**config.mk**
```make
export PLATFORM = sky130hd
export DESIGN_NAME = line_clipper_rect_window_flat
export DESIGN_NICKNAME = d
export VERILOG_FILES = /design/src/lcrw_pkg.sv /design/src/lcrw_channels.sv /design/src/line_clipper_rect_window.sv /design/src/lcrw_muldiv.sv /design/src/flat_wrapper.sv
export SDC_FILE = /design/constraint.sdc
export NUM_CORES = 2
export LEC_CHECK = 0
export BUFFER_PORTS_ARGS = -buffer_cell sky130_fd_sc_hd__buf_2
export CAP_MARGIN = 20
export CORE_ASPECT_RATIO = 1.1
export CORE_MARGIN = 2
export CORE_UTILIZATION = 50
export CTS_CLUSTER_DIAMETER = 60
export DETAILED_ROUTE_END_ITERATION = 12
export PLACE_DENSITY = 0.67
export SYNTH_ARGS = -nofsm -noshare
export SYNTH_HDL_FRONTEND = slang
export SYNTH_SLANG_ARGS = --single-unit
```
**constraint.sdc**
```tcl
create_clock -name clk_i -period 8.6 [get_ports clk_i]
set_input_delay 2.15 -clock clk_i [delete_from_list [all_inputs] [get_ports clk_i]]
set_output_delay 2.15 -clock clk_i [all_outputs]
set_load 0.01 [all_outputs]
```
**src/lcrw_pkg.sv**
```systemverilog
// ----------------------------------------------------------------------------
// lcrw_pkg: shared definitions for the rectangular-window line clipper
// Region outcode bits, configuration register indexes and reset values.
// ----------------------------------------------------------------------------
`default_nettype none

package lcrw_pkg;

  typedef logic [3:0] outcode_t;

  localparam outcode_t CODE_INSIDE = 4'd0;
  localparam outcode_t CODE_LEFT   = 4'd1;
  localparam outcode_t CODE_RIGHT  = 4'd2;
  localparam outcode_t CODE_BOTTOM = 4'd4;
  localparam outcode_t CODE_TOP    = 4'd8;

  typedef logic [1:0] reg_idx_t;

  localparam reg_idx_t REG_WINDOW_LEFT   = 2'd0;
  localparam reg_idx_t REG_WINDOW_BOTTOM = 2'd1;
  localparam reg_idx_t REG_WINDOW_RIGHT  = 2'd2;
  localparam reg_idx_t REG_WINDOW_TOP    = 2'd3;

  localparam int WINDOW_LEFT_RST   = 200;
  localparam int WINDOW_BOTTOM_RST = 200;
  localparam int WINDOW_RIGHT_RST  = 400;
  localparam int WINDOW_TOP_RST    = 400;

  typedef logic [2:0] round_t;

  localparam round_t MAX_ROUNDS = 3'd4;

endpackage

`default_nettype wire

```
**src/lcrw_channels.sv**
```systemverilog
// ----------------------------------------------------------------------------
// lcrw channels: valid/ready interfaces for segments and clipped results
// The segment channel carries two endpoints; the result channel carries the
// accept flag and the clipped endpoints.
// ----------------------------------------------------------------------------
`default_nettype none

interface lcrw_seg_if #(
  parameter int COORD_BITS = 16
);
  logic                         valid;
  logic                         ready;
  logic signed [COORD_BITS-1:0] start_x;
  logic signed [COORD_BITS-1:0] start_y;
  logic signed [COORD_BITS-1:0] end_x;
  logic signed [COORD_BITS-1:0] end_y;

  modport source (output valid, output start_x, output start_y, output end_x, output end_y,
                  input ready);
  modport sink (input valid, input start_x, input start_y, input end_x, input end_y,
                output ready);
endinterface

interface lcrw_clip_if #(
  parameter int COORD_BITS = 16
);
  logic                         valid;
  logic                         ready;
  logic                         accepted;
  logic signed [COORD_BITS-1:0] clip_start_x;
  logic signed [COORD_BITS-1:0] clip_start_y;
  logic signed [COORD_BITS-1:0] clip_end_x;
  logic signed [COORD_BITS-1:0] clip_end_y;

  modport source (output valid, output accepted, output clip_start_x, output clip_start_y,
                  output clip_end_x, output clip_end_y, input ready);
  modport sink (input valid, input accepted, input clip_start_x, input clip_start_y,
                input clip_end_x, input clip_end_y, output ready);
endinterface

`default_nettype wire

```
**src/line_clipper_rect_window.sv**
```systemverilog
// ----------------------------------------------------------------------------
// line_clipper_rect_window: Cohen-Sutherland clipping of a segment to a window
// Clips one segment per transfer against a window held in four registers.
// ----------------------------------------------------------------------------
// Usage:
// A segment arrives on seg_i as two signed integer endpoints. The block takes
// one segment at a time; seg_i.ready is high only while it waits for work.
// Endpoints are held in signed fixed point with FRAC_BITS fraction bits. Each
// clip round moves one outside endpoint to a window edge through the serial
// multiply/divide unit, and there are at most four rounds per segment.
// The result sits in an output register on clip_o until transferred; a new
// segment may be taken while it waits. If the receiver stalls, a finished
// result holds inside the block until the output register is free.
// The user must write the window registers (cfg_we_i/cfg_idx_i/cfg_data_i)
// only while the block is idle; the block itself does not enforce it.
// Reset sets left/bottom to 200 and right/top to 400 and empties the block.
// ----------------------------------------------------------------------------
`default_nettype none

module line_clipper_rect_window #(
  parameter int COORD_BITS = 16,
  parameter int FRAC_BITS  = 16
) (
  input  logic                    clk_i,
  input  logic                    rst_ni,
  lcrw_seg_if.sink                seg_i,
  lcrw_clip_if.source             clip_o,
  input  logic                    cfg_we_i,
  input  lcrw_pkg::reg_idx_t      cfg_idx_i,
  input  logic [COORD_BITS-1:0]   cfg_data_i
);

  localparam int QW = COORD_BITS + FRAC_BITS;
  localparam int DW = QW + 1;

  localparam logic signed [DW-1:0] FRAC_MASK = (DW'(1) << FRAC_BITS) - DW'(1);

  localparam logic [1:0] ST_IDLE = 2'd0;
  localparam logic [1:0] ST_EVAL = 2'd1;
  localparam logic [1:0] ST_WAIT = 2'd2;
  localparam logic [1:0] ST_DONE = 2'd3;

  logic signed [COORD_BITS-1:0] left_q, bottom_q, right_q, top_q;
  logic signed [QW-1:0]         left_w, bottom_w, right_w, top_w;

  logic [1:0]                   state_q, state_d;
  logic signed [QW-1:0]         x1_q, x1_d, y1_q, y1_d, x2_q, x2_d, y2_q, y2_d;
  logic signed [QW-1:0]         edge_q, edge_d, base_q, base_d;
  logic                         yedge_q, yedge_d, first_q, first_d;
  logic                         ok_q, ok_d;
  lcrw_pkg::round_t             round_q, round_d;

  logic                         out_valid_q, out_valid_d;
  logic                         out_acc_q, out_acc_d;
  logic signed [COORD_BITS-1:0] out_sx_q, out_sx_d, out_sy_q, out_sy_d;
  logic signed [COORD_BITS-1:0] out_ex_q, out_ex_d, out_ey_q, out_ey_d;

  lcrw_pkg::outcode_t           c1, c2, co;
  logic                         co_yedge;
  logic signed [QW-1:0]         co_edge;
  logic signed [DW-1:0]         dx, dy, md_a, md_b, md_d;
  logic signed [DW-1:0]         moved;
  logic                         md_start, md_done;
  logic signed [DW-1:0]         md_quot;

  function automatic logic signed [QW-1:0] to_q(input logic signed [COORD_BITS-1:0] v);
    return QW'(v) <<< FRAC_BITS;
  endfunction

  function automatic logic [COORD_BITS-1:0] to_int(input logic signed [QW-1:0] v);
    logic signed [DW-1:0] adj;
    adj = DW'(v) + (v[QW-1] ? FRAC_MASK : '0);
    return adj[FRAC_BITS +: COORD_BITS];
  endfunction

  function automatic lcrw_pkg::outcode_t region(
    input logic signed [QW-1:0] x,
    input logic signed [QW-1:0] y,
    input logic signed [QW-1:0] xl,
    input logic signed [QW-1:0] yb,
    input logic signed [QW-1:0] xr,
    input logic signed [QW-1:0] yt
  );
    lcrw_pkg::outcode_t c;
    c = lcrw_pkg::CODE_INSIDE;
    if (x < xl) begin
      c = c | lcrw_pkg::CODE_LEFT;
    end else if (x > xr) begin
      c = c | lcrw_pkg::CODE_RIGHT;
    end
    if (y < yb) begin
      c = c | lcrw_pkg::CODE_BOTTOM;
    end else if (y > yt) begin
      c = c | lcrw_pkg::CODE_TOP;
    end
    return c;
  endfunction

  assign left_w   = to_q(left_q);
  assign bottom_w = to_q(bottom_q);
  assign right_w  = to_q(right_q);
  assign top_w    = to_q(top_q);

  always_ff @(posedge clk_i or negedge rst_ni) begin
    if (!rst_ni) begin
      left_q   <= COORD_BITS'(lcrw_pkg::WINDOW_LEFT_RST);
      bottom_q <= COORD_BITS'(lcrw_pkg::WINDOW_BOTTOM_RST);
      right_q  <= COORD_BITS'(lcrw_pkg::WINDOW_RIGHT_RST);
      top_q    <= COORD_BITS'(lcrw_pkg::WINDOW_TOP_RST);
    end else if (cfg_we_i) begin
      case (cfg_idx_i)
        lcrw_pkg::REG_WINDOW_LEFT:   left_q   <= cfg_data_i;
        lcrw_pkg::REG_WINDOW_BOTTOM: bottom_q <= cfg_data_i;
        lcrw_pkg::REG_WINDOW_RIGHT:  right_q  <= cfg_data_i;
        lcrw_pkg::REG_WINDOW_TOP:    top_q    <= cfg_data_i;
        default: begin
        end
      endcase
    end
  end

  always_comb begin
    c1 = region(x1_q, y1_q, left_w, bottom_w, right_w, top_w);
    c2 = region(x2_q, y2_q, left_w, bottom_w, right_w, top_w);
    co = (c1 != lcrw_pkg::CODE_INSIDE) ? c1 : c2;
    co_yedge = |(co & (lcrw_pkg::CODE_TOP | lcrw_pkg::CODE_BOTTOM));
    if (|(co & lcrw_pkg::CODE_TOP)) begin
      co_edge = top_w;
    end else if (|(co & lcrw_pkg::CODE_BOTTOM)) begin
      co_edge = bottom_w;
    end else if (|(co & lcrw_pkg::CODE_RIGHT)) begin
      co_edge = right_w;
    end else begin
      co_edge = left_w;
    end
    dx = DW'(x2_q) - DW'(x1_q);
    dy = DW'(y2_q) - DW'(y1_q);
    if (co_yedge) begin
      md_a = dx;
      md_b = DW'(co_edge) - DW'(y1_q);
      md_d = dy;
    end else begin
      md_a = dy;
      md_b = DW'(co_edge) - DW'(x1_q);
      md_d = dx;
    end
  end

  assign moved = DW'(base_q) + md_quot;

  lcrw_muldiv #(
    .W (QW)
  ) u_muldiv (
    .clk_i   (clk_i),
    .rst_ni  (rst_ni),
    .start_i (md_start),
    .a_i     (md_a),
    .b_i     (md_b),
    .d_i     (md_d),
    .done_o  (md_done),
    .quot_o  (md_quot)
  );

  always_comb begin
    state_d     = state_q;
    x1_d        = x1_q;
    y1_d        = y1_q;
    x2_d        = x2_q;
    y2_d        = y2_q;
    edge_d      = edge_q;
    base_d      = base_q;
    yedge_d     = yedge_q;
    first_d     = first_q;
    ok_d        = ok_q;
    round_d     = round_q;
    out_valid_d = out_valid_q;
    out_acc_d   = out_acc_q;
    out_sx_d    = out_sx_q;
    out_sy_d    = out_sy_q;
    out_ex_d    = out_ex_q;
    out_ey_d    = out_ey_q;
    md_start    = 1'b0;

    if (out_valid_q && clip_o.ready) begin
      out_valid_d = 1'b0;
    end

    case (state_q)
      ST_IDLE: begin
        if (seg_i.valid) begin
          x1_d    = to_q(seg_i.start_x);
          y1_d    = to_q(seg_i.start_y);
          x2_d    = to_q(seg_i.end_x);
          y2_d    = to_q(seg_i.end_y);
          round_d = '0;
          state_d = ST_EVAL;
        end
      end
      ST_EVAL: begin
        if (c1 == lcrw_pkg::CODE_INSIDE && c2 == lcrw_pkg::CODE_INSIDE) begin
          ok_d    = 1'b1;
          state_d = ST_DONE;
        end else if ((c1 & c2) != lcrw_pkg::CODE_INSIDE || round_q == lcrw_pkg::MAX_ROUNDS) begin
          ok_d    = 1'b0;
          state_d = ST_DONE;
        end else begin
          md_start = 1'b1;
          edge_d   = co_edge;
          yedge_d  = co_yedge;
          first_d  = (c1 != lcrw_pkg::CODE_INSIDE);
          base_d   = co_yedge ? x1_q : y1_q;
          state_d  = ST_WAIT;
        end
      end
      ST_WAIT: begin
        if (md_done) begin
          if (first_q) begin
            if (yedge_q) begin
              y1_d = edge_q;
              x1_d = moved[QW-1:0];
            end else begin
              x1_d = edge_q;
              y1_d = moved[QW-1:0];
            end
          end else begin
            if (yedge_q) begin
              y2_d = edge_q;
              x2_d = moved[QW-1:0];
            end else begin
              x2_d = edge_q;
              y2_d = moved[QW-1:0];
            end
          end
          round_d = round_q + 1'b1;
          state_d = ST_EVAL;
        end
      end
      ST_DONE: begin
        if (!out_valid_q || clip_o.ready) begin
          out_valid_d = 1'b1;
          out_acc_d   = ok_q;
          out_sx_d    = ok_q ? to_int(x1_q) : '0;
          out_sy_d    = ok_q ? to_int(y1_q) : '0;
          out_ex_d    = ok_q ? to_int(x2_q) : '0;
          out_ey_d    = ok_q ? to_int(y2_q) : '0;
          state_d     = ST_IDLE;
        end
      end
      default: begin
        state_d = ST_IDLE;
      end
    endcase
  end

  always_ff @(posedge clk_i or negedge rst_ni) begin
    if (!rst_ni) begin
      state_q     <= ST_IDLE;
      round_q     <= '0;
      out_valid_q <= 1'b0;
    end else begin
      state_q     <= state_d;
      round_q     <= round_d;
      out_valid_q <= out_valid_d;
    end
  end

  always_ff @(posedge clk_i) begin
    x1_q      <= x1_d;
    y1_q      <= y1_d;
    x2_q      <= x2_d;
    y2_q      <= y2_d;
    edge_q    <= edge_d;
    base_q    <= base_d;
    yedge_q   <= yedge_d;
    first_q   <= first_d;
    ok_q      <= ok_d;
    out_acc_q <= out_acc_d;
    out_sx_q  <= out_sx_d;
    out_sy_q  <= out_sy_d;
    out_ex_q  <= out_ex_d;
    out_ey_q  <= out_ey_d;
  end

  assign seg_i.ready         = (state_q == ST_IDLE);
  assign clip_o.valid        = out_valid_q;
  assign clip_o.accepted     = out_acc_q;
  assign clip_o.clip_start_x = out_sx_q;
  assign clip_o.clip_start_y = out_sy_q;
  assign clip_o.clip_end_x   = out_ex_q;
  assign clip_o.clip_end_y   = out_ey_q;

endmodule

`default_nettype wire

```
**src/lcrw_muldiv.sv**
```systemverilog
// ----------------------------------------------------------------------------
// lcrw_muldiv: serial signed multiply-then-divide, trunc(a * b / d)
// One shared adder/subtractor does a shift-add multiply and then a restoring
// divide on sign-magnitude operands.
// ----------------------------------------------------------------------------
`default_nettype none

module lcrw_muldiv #(
  parameter int W = 32
) (
  input  logic              clk_i,
  input  logic              rst_ni,
  input  logic              start_i,
  input  logic signed [W:0] a_i,
  input  logic signed [W:0] b_i,
  input  logic signed [W:0] d_i,
  output logic              done_o,
  output logic signed [W:0] quot_o
);

  localparam int CNT_W = $clog2(W);

  localparam logic [1:0] MD_IDLE = 2'd0;
  localparam logic [1:0] MD_MUL  = 2'd1;
  localparam logic [1:0] MD_DIV  = 2'd2;

  logic [1:0]       phase_q, phase_d;
  logic [CNT_W-1:0] cnt_q, cnt_d;
  logic [W-1:0]     hi_q, hi_d;
  logic [W-1:0]     lo_q, lo_d;
  logic [W-1:0]     mcand_q, mcand_d;
  logic [W-1:0]     dvs_q, dvs_d;
  logic             neg_q, neg_d;
  logic             done_q, done_d;

  logic             is_mul;
  logic [W:0]       op_a;
  logic [W:0]       op_b;
  logic [W+1:0]     sum;
  logic             ge;

  function automatic logic [W-1:0] mag(input logic signed [W:0] v);
    logic signed [W:0] t;
    t = v[W] ? -v : v;
    return t[W-1:0];
  endfunction

  assign is_mul = (phase_q == MD_MUL);
  assign op_a   = is_mul ? {1'b0, hi_q} : {hi_q, lo_q[W-1]};
  assign op_b   = is_mul ? (lo_q[0] ? {1'b0, mcand_q} : '0) : {1'b0, dvs_q};
  assign sum    = {1'b0, op_a} + ({1'b0, op_b} ^ {(W+2){!is_mul}}) + (W+2)'(!is_mul);
  assign ge     = !sum[W+1];

  always_comb begin
    phase_d = phase_q;
    cnt_d   = cnt_q;
    hi_d    = hi_q;
    lo_d    = lo_q;
    mcand_d = mcand_q;
    dvs_d   = dvs_q;
    neg_d   = neg_q;
    done_d  = 1'b0;
    case (phase_q)
      MD_IDLE: begin
        if (start_i) begin
          mcand_d = mag(a_i);
          lo_d    = mag(b_i);
          dvs_d   = mag(d_i);
          hi_d    = '0;
          neg_d   = a_i[W] ^ b_i[W] ^ d_i[W];
          cnt_d   = CNT_W'(W - 1);
          phase_d = MD_MUL;
        end
      end
      MD_MUL: begin
        hi_d = sum[W:1];
        lo_d = {sum[0], lo_q[W-1:1]};
        cnt_d = cnt_q - 1'b1;
        if (cnt_q == '0) begin
          cnt_d   = CNT_W'(W - 1);
          phase_d = MD_DIV;
        end
      end
      MD_DIV: begin
        hi_d  = ge ? sum[W-1:0] : op_a[W-1:0];
        lo_d  = {lo_q[W-2:0], ge};
        cnt_d = cnt_q - 1'b1;
        if (cnt_q == '0) begin
          phase_d = MD_IDLE;
          done_d  = 1'b1;
        end
      end
      default: begin
        phase_d = MD_IDLE;
      end
    endcase
  end

  always_ff @(posedge clk_i or negedge rst_ni) begin
    if (!rst_ni) begin
      phase_q <= MD_IDLE;
      cnt_q   <= '0;
      done_q  <= 1'b0;
    end else begin
      phase_q <= phase_d;
      cnt_q   <= cnt_d;
      done_q  <= done_d;
    end
  end

  always_ff @(posedge clk_i) begin
    hi_q    <= hi_d;
    lo_q    <= lo_d;
    mcand_q <= mcand_d;
    dvs_q   <= dvs_d;
    neg_q   <= neg_d;
  end

  assign done_o = done_q;
  assign quot_o = neg_q ? -$signed({1'b0, lo_q}) : $signed({1'b0, lo_q});

endmodule

`default_nettype wire

```
**src/flat_wrapper.sv**
```systemverilog
// flat-port wrapper written by rule: the top's interface ports become plain ports
module line_clipper_rect_window_flat 
#(
  parameter int COORD_BITS = 16,
  parameter int FRAC_BITS  = 16
)
  (clk_i, rst_ni, cfg_we_i, cfg_idx_i, cfg_data_i, seg_i_valid, seg_i_start_x, seg_i_start_y, seg_i_end_x, seg_i_end_y, seg_i_ready, clip_o_valid, clip_o_accepted, clip_o_clip_start_x, clip_o_clip_start_y, clip_o_clip_end_x, clip_o_clip_end_y, clip_o_ready);
  lcrw_seg_if #(.COORD_BITS(COORD_BITS)) seg_i_i ();
  lcrw_clip_if #(.COORD_BITS(COORD_BITS)) clip_o_i ();
  input  logic clk_i;
  input  logic rst_ni;
  input  logic cfg_we_i;
  input  lcrw_pkg::reg_idx_t cfg_idx_i;
  input  logic [COORD_BITS-1:0] cfg_data_i;
  input wire logic [$bits(seg_i_i.valid)-1:0] seg_i_valid;
  input wire logic [$bits(seg_i_i.start_x)-1:0] seg_i_start_x;
  input wire logic [$bits(seg_i_i.start_y)-1:0] seg_i_start_y;
  input wire logic [$bits(seg_i_i.end_x)-1:0] seg_i_end_x;
  input wire logic [$bits(seg_i_i.end_y)-1:0] seg_i_end_y;
  output wire logic [$bits(seg_i_i.ready)-1:0] seg_i_ready;
  output wire logic [$bits(clip_o_i.valid)-1:0] clip_o_valid;
  output wire logic [$bits(clip_o_i.accepted)-1:0] clip_o_accepted;
  output wire logic [$bits(clip_o_i.clip_start_x)-1:0] clip_o_clip_start_x;
  output wire logic [$bits(clip_o_i.clip_start_y)-1:0] clip_o_clip_start_y;
  output wire logic [$bits(clip_o_i.clip_end_x)-1:0] clip_o_clip_end_x;
  output wire logic [$bits(clip_o_i.clip_end_y)-1:0] clip_o_clip_end_y;
  input wire logic [$bits(clip_o_i.ready)-1:0] clip_o_ready;
  assign seg_i_i.valid = seg_i_valid;
  assign seg_i_i.start_x = seg_i_start_x;
  assign seg_i_i.start_y = seg_i_start_y;
  assign seg_i_i.end_x = seg_i_end_x;
  assign seg_i_i.end_y = seg_i_end_y;
  assign seg_i_ready = seg_i_i.ready;
  assign clip_o_valid = clip_o_i.valid;
  assign clip_o_accepted = clip_o_i.accepted;
  assign clip_o_clip_start_x = clip_o_i.clip_start_x;
  assign clip_o_clip_start_y = clip_o_i.clip_start_y;
  assign clip_o_clip_end_x = clip_o_i.clip_end_x;
  assign clip_o_clip_end_y = clip_o_i.clip_end_y;
  assign clip_o_i.ready = clip_o_ready;
  line_clipper_rect_window #(.COORD_BITS(COORD_BITS), .FRAC_BITS(FRAC_BITS)) u_core (.clk_i(clk_i), .rst_ni(rst_ni), .seg_i(seg_i_i), .clip_o(clip_o_i), .cfg_we_i(cfg_we_i), .cfg_idx_i(cfg_idx_i), .cfg_data_i(cfg_data_i));
endmodule
```
==> key figures <==
Logic synthesis
  – Mean post-synth cell area: 9.43 um2
  – Compound-cell area share of the yosys netlist: 0.190
  – Mapped Cells: 3790
  – Yosys top cell area share: 0.313
  – Net Count, Synth: 4220
  – Post-Synth XOR/XNOR Area: 0.0791
  – Synth Area in Adders: 0.121
  – Area fraction in and, or, nand and nor cells after synthesis: 0.154
  – Main flop type after synthesis: edfxtp_1
  – Ranking of synthesized cells by area: edfxtp_1, ha_1, xnor2_1, dfrtp_1, a21oi_1
  – Largest family of logic cells by synthesized area: compound AO/OA/AOI/OAI gates
  – Cell variety after synth: 109
  – Count leader, synth: edfxtp_1
  – Seq/Total Area, Yosys: 0.368
  – Post-synthesis mux area share: 0.0472
  – Synth cell count leaders: edfxtp_1, ha_1, nand2_1
  – Synth Register Bits: 451
  – Async set-or-reset flop fraction in the synthesized netlist: 0.173
  – Leading area contributor after synthesis: edfxtp_1
  – Post-Syn Area: 35700 um2
  – EDFF count, synth: 373
  – Yosys warning count: 0

Global routing
  – Pin count of the biggest net entering global routing: 76
  – GR Overflow Total: 0
  – Vias in the first global route: 28700
  – First-pass GRT wire length: 176000 um
  – All-Layer GR Usage: 0.313
  – Initial antenna violation count: 1

STA
  – Worst-Margin Slew: 1.13 ns
  – Final hold vios: 0
  – # setup viols final: 0
  – Min Tclk post-route: 8.22 ns
  – Slew headroom: 0.243
  – Fin Clk Skew: 0.0219 ns
  – Fin. max-slew vios: 0
  – Final Cycle Share: 0.956
  – Hold Slack: 0.507 ns
  – Sum of negative setup slack: 0 ns
  – RSZ-0062 raised after global routing: no
  – Achievable Freq: 0.122 GHz

Clocking
  – CTS H-tree lvls: 2
  – Later-pin clock latency in the skew report: 0.65 ns
  – Clk slew on worst S/H paths: 0.06 ns
  – Post-CTS sizing: 0
  – CTS Buf Count: 55
  – Maximum root-to-sink buffer count: 3
  – Clk root buf: clkbuf_16
  – CTS tree: built
  – Clock sinks: 451
  – Hold Buf Count CTS: 0
  – Setup Buffers After CTS: 0

Worst setup path
  – Critical Path RT: 8.96 ns
  – CP arrival: 8.58 ns
  – CP Class: flop to flop
  – Worst Setup End Kind: flop
  – Critical Path Fanout Max: 14
  – Crit start category: flop

Route
  – DR pass1 iterations: 6
  – Vias per inst: 6.19
  – Vias after detailed routing: 30300
  – Drt wl/cell: 23.7 um
  – ANT nets after route: 0
  – Drt total wl: 116000 um
  – DRC: 0
  – Starting DRT DRC Count: 3262

Final layout
  – Filler cell count: 6275
  – Ant. Diodes: 0
  – Finished Layout Cells: 4904
  – Layout cell share with drive strength beyond 1: 0.119
  – Area Overhead vs Synth: 10.3%
  – Fin area: 39400 um2
  – Fin nets: 4351

Die
  – I/O Pins: 154
  – FP Rows: 102
  – Die Y: 284 um
  – Core ar.: 70600 um2
  – Chip width: 259 um
  – Initial Utilization: 0.507
  – Die area: 73700 um2

Placement
  – # port buffers: 153
  – Post-DP HPWL: 90900 um
  – Gpl congestion: 1.02
  – Placement-stage cell area: 37500 um2
  – Placed cell count: 4798

Outcome
  – Status: complete, no violations

Hold path
  – Worst Hold Class: flop to flop

Flow run
  – Max Cap Viol: 0
## flip-flops by register name, indices dropped and copies added (netlist names), 3 cells and up
register / count
u_core.base_q: 32
u_core.bottom_q: 16
u_core.clip_o.clip_end_x: 16
u_core.clip_o.clip_end_y: 16
u_core.clip_o.clip_start_x: 16
u_core.clip_o.clip_start_y: 16
u_core.edge_q: 16
u_core.left_q: 16
u_core.right_q: 16
u_core.round_q: 3
u_core.top_q: 16
u_core.u_muldiv.cnt_q: 5
u_core.u_muldiv.dvs_q: 32
u_core.u_muldiv.hi_q: 32
u_core.u_muldiv.lo_q: 32
u_core.u_muldiv.mcand_q: 32
u_core.x1_q: 32
u_core.x2_q: 32
u_core.y1_q: 32
u_core.y2_q: 32
## per-layer routing
metal | part of all wire | vias up | track usage
li1 | - | 14300 | -
met1 | 0.43 | 14600 | 0.437
met2 | 0.44 | 1239 | 0.484
met3 | 0.087 | 249 | 0.0512
met4 | 0.042 | 0 | 0.122
met5 | 0 | - | 0
## cells by family after synthesis
family | Yosys count
xor gates and xnor gates | 322
and+or+nand+nor | 1125
muxes | 155
AOI/OAI and AO/OA | 1045
adders and majority gates | 343
DFF | 451
buffers and inverters | 349
## metrics by stage
| step | setup slack (ns) | utilization |
|---|---|---|
| finish | 0.381 | 0.559 |
| floorplan | 0.935 | - |
| detailed placement | 0.642 | 0.532 |
| global placement | 0.601 | 0.532 |
| CTS | 0.567 | 0.558 |
| global route | 0.0744 | 0.559 |
## cell type report
type | count | area, um2 | share of cell area
Clock buffer | 66 | 1460 | 0.0370
Clock inverter | 38 | 375 | 0.00952
Inverter | 217 | 817 | 0.0207
Multi-Input combinational cell | 2990 | 21200 | 0.539
Sequential cell | 451 | 13200 | 0.334
Tap cell | 936 | 1170 | 0.0297
Timing Repair Buffer | 206 | 1200 | 0.0305
## cells in the final DEF (no fill, tap or decap), types with 22 or more instances in the layout
master / netlist / routed
a211oi_1: 33 / 33
ha_1: 339 / 338
buf_2: 19 / 153
nor2b_1: 39 / 39
dfrtp_1: 66 / 66
or3_1: 29 / 29
and2_1: 70 / 70
a21oi_1: 272 / 268
a21o_1: 103 / 103
mux2_2: 92 / 92
nand2b_1: 38 / 38
nor3_1: 67 / 67
nand3_1: 70 / 70
nor2_1: 293 / 290
buf_4: 1 / 51
xnor2_1: 222 / 222
nor4_1: 23 / 23
and3_1: 34 / 34
a31oi_1: 22 / 22
inv_1: 214 / 213
o21a_1: 61 / 61
mux2i_1: 60 / 60
clkbuf_16: 0 / 55
o22ai_1: 34 / 34
nand2_1: 334 / 333
o211ai_1: 53 / 53
a221oi_1: 22 / 22
o31ai_1: 26 / 25
nand4_1: 41 / 41
o21ai_0: 238 / 238
xor2_1: 99 / 99
edfxtp_1: 373 / 373
## critical path, stage by stage, from the launching register on
cell and delay (ns):
edfxtp_1 0.51, ha_1 0.37, a21oi_1 0.15, nand2_1 0.07, a21oi_1 0.28, or4b_1 0.51
mux2i_2 0.28, nor2_1 0.59, nand2b_1 0.34, o31ai_4 0.73, mux2i_1 0.30, a21oi_1 0.09
mux2_2 0.32, ha_1 0.38, nand3_1 0.24, nand4b_1 0.30, o22a_1 0.26, a21oi_1 0.35
a311o_1 0.29, a31oi_1 0.18, nor2_1 0.70, buf_4 0.33, a21oi_1 0.07, xnor2_1 0.17
a21oi_1 0.08
## final timing paths
kind	cells past startpoint	endpoint	slack, ns	from
min reg2reg	1	u_core.top_q[12]	0.51	u_core.top_q[12]
max in group asynchronous	2	u_core.u_muldiv.cnt_q[2]	6.05	rst_ni
max reg2reg	24	u_core.u_muldiv.lo_q[7]	0.38	u_core.y1_q[30]
min in group asynchronous	1	u_core.left_q[12]	1.31	rst_ni
max	24	u_core.u_muldiv.lo_q[7]	0.38	u_core.y1_q[30]
min	1	u_core.top_q[12]	0.51	u_core.top_q[12]
Power is not shown: default switching activity piles up to over one toggle a cycle in this logic, so the estimate is an artifact.
